### config.mk
export PLATFORM = sky130hd
export DESIGN_NAME = rti_mul
export DESIGN_NICKNAME = d
export VERILOG_FILES = /design/src/hw/rtl/rti_mul.sv
export SDC_FILE = /design/constraint.sdc
export NUM_CORES = 2
export LEC_CHECK = 0
export ABC_AREA = 1
export BUFFER_PORTS_ARGS = -buffer_cell sky130_fd_sc_hd__buf_2
export CELL_PAD_IN_SITES_DETAIL_PLACEMENT = 2
export CELL_PAD_IN_SITES_GLOBAL_PLACEMENT = 2
export CORE_ASPECT_RATIO = 2
export CORE_UTILIZATION = 39
export DETAILED_ROUTE_END_ITERATION = 12
export GPL_TIMING_DRIVEN = 0
export PLACE_DENSITY = 0.92
export SLEW_MARGIN = 20
export SYNTH_ARGS = -nofsm -noshare
export SYNTH_HDL_FRONTEND = slang
export SYNTH_SLANG_ARGS = --single-unit
### constraint.sdc
create_clock -name clk -period 9 [get_ports clk]
set_clock_uncertainty 0.1 [all_clocks]
set_input_delay 1.8 -clock clk [delete_from_list [all_inputs] [get_ports clk]]
set_output_delay 1.8 -clock clk [all_outputs]
set_load 0.03 [all_outputs]
### src/hw/rtl/rti_mul.sv
// Signed multiplier, b split into two halves, two register stages.
module rti_mul #(
  parameter int WA = 33,
  parameter int WB = 33
) (
  input  logic                 clk,
  input  logic                 en,
  input  logic signed [WA-1:0] a,
  input  logic signed [WB-1:0] b,
  output logic signed [WA+WB-1:0] p
);

  localparam int LO = WB / 2;

  logic signed [WA+LO:0]      pl_r;
  logic signed [WA+WB-LO-1:0] ph_r;
  logic signed [WA+WB-1:0]    p_r;

  // Form partial products
  always_ff @(posedge clk) begin
    if (en) begin
      pl_r <= a * $signed({1'b0, b[LO-1:0]});
      ph_r <= a * $signed(b[WB-1:LO]);
    end
  end

  // Combine partial products
  always_ff @(posedge clk) begin
    if (en) begin
      p_r <= $signed({ph_r, {LO{1'b0}}}) + (WA+WB)'(pl_r);
    end
  end

  assign p = p_r;

endmodule

==> run_results.csv <==
group,metric,value,unit
global_routing,grt_overflow,0,
route,drc,0,
worst_setup_path,required,9.01,ns
sta,timing.final.crit_period,8.94,ns
finish,layout-drive-gt1-share,0.0339,
clock_tree,cts.htree.levels,4,
worst_setup_path,worstPathMaxFanout,10,
hold_path,min_path_type,"reg2reg",
die,fp.dieH,513,um
outcome,status,"completed",
placed_design,dpl.cell_count,8635,
route,wl_per_cell,31.8,um
route,drt_iter0_drc,2713,
die,core,130000,um^2
sta,tightest_slew,1.24,ns
synthesis,seq_area_frac_synth,0.0977,
synthesis,async_reset_ff_frac,0,
route,routed-via-count,47700,
finish,final_area,54300,um^2
sta,fmaxAchievable,0.112,GHz
clock_tree,post-cts-setup-buffers,0,
placed_design,place_hpwl,232000,um
synthesis,yosys-top-cells-count,"nand2_1, inv_1, fa_1, ha_1, clkbuf_1",
sta,rsz0062_at_grt,"false",
synthesis,ys_warn_count,0,
synthesis,synth_area_leader_cell,"fa_1",
clock_tree,cts_made_buffers,25,
worst_setup_path,worstSetupEndpointType,"register",
worst_setup_path,critPathLaunchType,"input port",
clock_tree,clk_pin_slew_worst_paths,0.09,ns
die,die_area,132000,um^2
synthesis,synthesis.area,51000,um^2
route,dr.pass1.iters,5,
placed_design,placedInstanceArea,53500,um^2
global_routing,grt_pass1_wl,393000,um
global_routing,grt_pass1_vias,57500,
sta,setup_viol,0,
synthesis,yosysMostFrequentCell,"nand2_1",
global_routing,grt_usage,0.424,
route,antenna_left,0,
die,boundaryPins,134,
clock_tree,cts_root_buf,"clkbuf_16",
route,routed_wl,276000,um
clock_tree,tritoncts,"yes",
sta,final_max_slew_viol_count,0,
die,die_w,258,um
worst_setup_path,worst-setup-path-type,"in2reg",
placed_design,place.gp.congestion,0.982,
global_routing,grt_max_degree,86,
run,cap_violations,0,
sta,period_share,0.993,
finish,nets,8355,
synthesis,synth_area_leaders,"fa_1, nand2_1, inv_1",
route,vias_per_cell,5.50,
sta,timing.slew.headroom,0.172,
global_routing,grt_antenna_before_repair,21,
finish,areaGrowthSynthToFinish,6.53,%
synthesis,synth_edf_count,166,
synthesis,synth_top_area_frac,0.408,
sta,hold_slack,0.322,ns
worst_setup_path,regToRegSetupSlack,5.56,ns
clock_tree,cts.sinks,166,
synthesis,syn_avg_cell_area,7.43,um^2
clock_tree,holdBufCountCts,0,
clock_tree,cts_buffer_depth,3,
placed_design,portBuffers,68,
synthesis,yosysUniqueCellTypes,38,
worst_setup_path,critPathArrivalTime,8.94,ns
synthesis,synth_nets,8258,
clock_tree,clock_latency,0.53,ns
finish,stdcell_count,8678,
synthesis,ys_ff_latch,166,
die,start_util,0.393,
sta,final_hold_viol_count,0,
finish,fill_cells,15500,
synthesis,synthFlopType,"edfxtp_1",
die,core.rowCount,187,
synthesis,synth_cells,6865,
-- cell usage in the layout (no fill, tap or decap), types with 46 or more instances in the layout --
cell,Yosys,layout
nand3_1,128,128
nor2_1,242,242
inv_1,2120,2120
a21oi_1,132,131
nand2_1,2145,2144
ha_1,285,285
buf_2,0,68
fa_1,1040,1040
clkbuf_1,260,231
edfxtp_1,166,166
o21ai_0,46,46
xor2_1,60,59
nand4_1,46,46
-- area by class of cell --
class                      instances  area (um^2)  share of cell area
timing repair buffer              70          389             0.00716
clock buffer                      25          626              0.0115
multi-input combinational       4303        37100               0.682
clock inverter                     7         83.8             0.00154
antenna                           10         25.0            0.000461
inverter                        2133         8010               0.147
buffer                           263         1030              0.0190
sequential                       166         4980              0.0917
tap                             1701         2130              0.0392
-- state kept, by name, summed over array words and instances (netlist names) --
| name | cells |
|---|---|
| pl_r | 50 |
| p | 66 |
| ph_r | 50 |
-- repair_timing --
action,in CTS,in global routing
resized for setup,6,35
endpoints found under the hold margin,0,0
setup endpoints to repair,3,29
pin swaps,0,0
-- stage by stage --
| stage | TNS [ns] | utilization | setup slack [ns] |
|---|---|---|---|
| after floorplan | 0 | - | 1.83 |
| after detailed placement | -11.06 | 0.412 | -0.926 |
| final | 0 | 0.418 | 0.0634 |
| after global placement | -3.76 | 0.412 | -0.550 |
| after CTS | 0 | 0.418 | 0.0280 |
| after global routing | 0 | 0.418 | 0.0280 |
-- worst max-delay path, cell delays in order --
cell and delay (ns):
clkbuf_1 0.47, clkbuf_1 0.64, nand2_1 0.15, inv_1 0.14, fa_1 0.45, inv_1 0.43, fa_1 0.56, fa_1 0.53
inv_1 0.06, fa_1 0.52, fa_1 0.50, inv_1 0.07, fa_1 0.54, inv_1 0.06, ha_1 0.41, nand2_1 0.19
nor2_1 0.23, nand2_1 0.18, inv_1 0.09, nand2_1 0.05, nand2_1 0.22, nand2_1 0.12, nand3_1 0.10, nand2_1 0.39
-- per-layer routing --
layer	wire [um]	track usage
met4	38100	0.474
met2	139000	0.742
met1	81200	0.375
met5	92	0
met3	17400	0.0987
-- final timing paths --
path	startpoint	end	cells after the start
max	b[6]	pl_r[28]	24
min	pl_r[7]	p[7]	0
max reg2reg	pl_r[49]	p[51]	8
min reg2reg	pl_r[7]	p[7]	0
-- logic make-up after synthesis --
group	Yosys count	share of synthesized area
compound gates	206	0.0222
fa+ha+maj	1325	0.478
xor+xnor	91	0.0158
buf+inv	2396	0.176
simple gates	2681	0.210
flops	166	0.0977
Power is left out: the tool's default activity adds up to more than one toggle a clock period on the data nets, which glitch-free logic cannot reach.
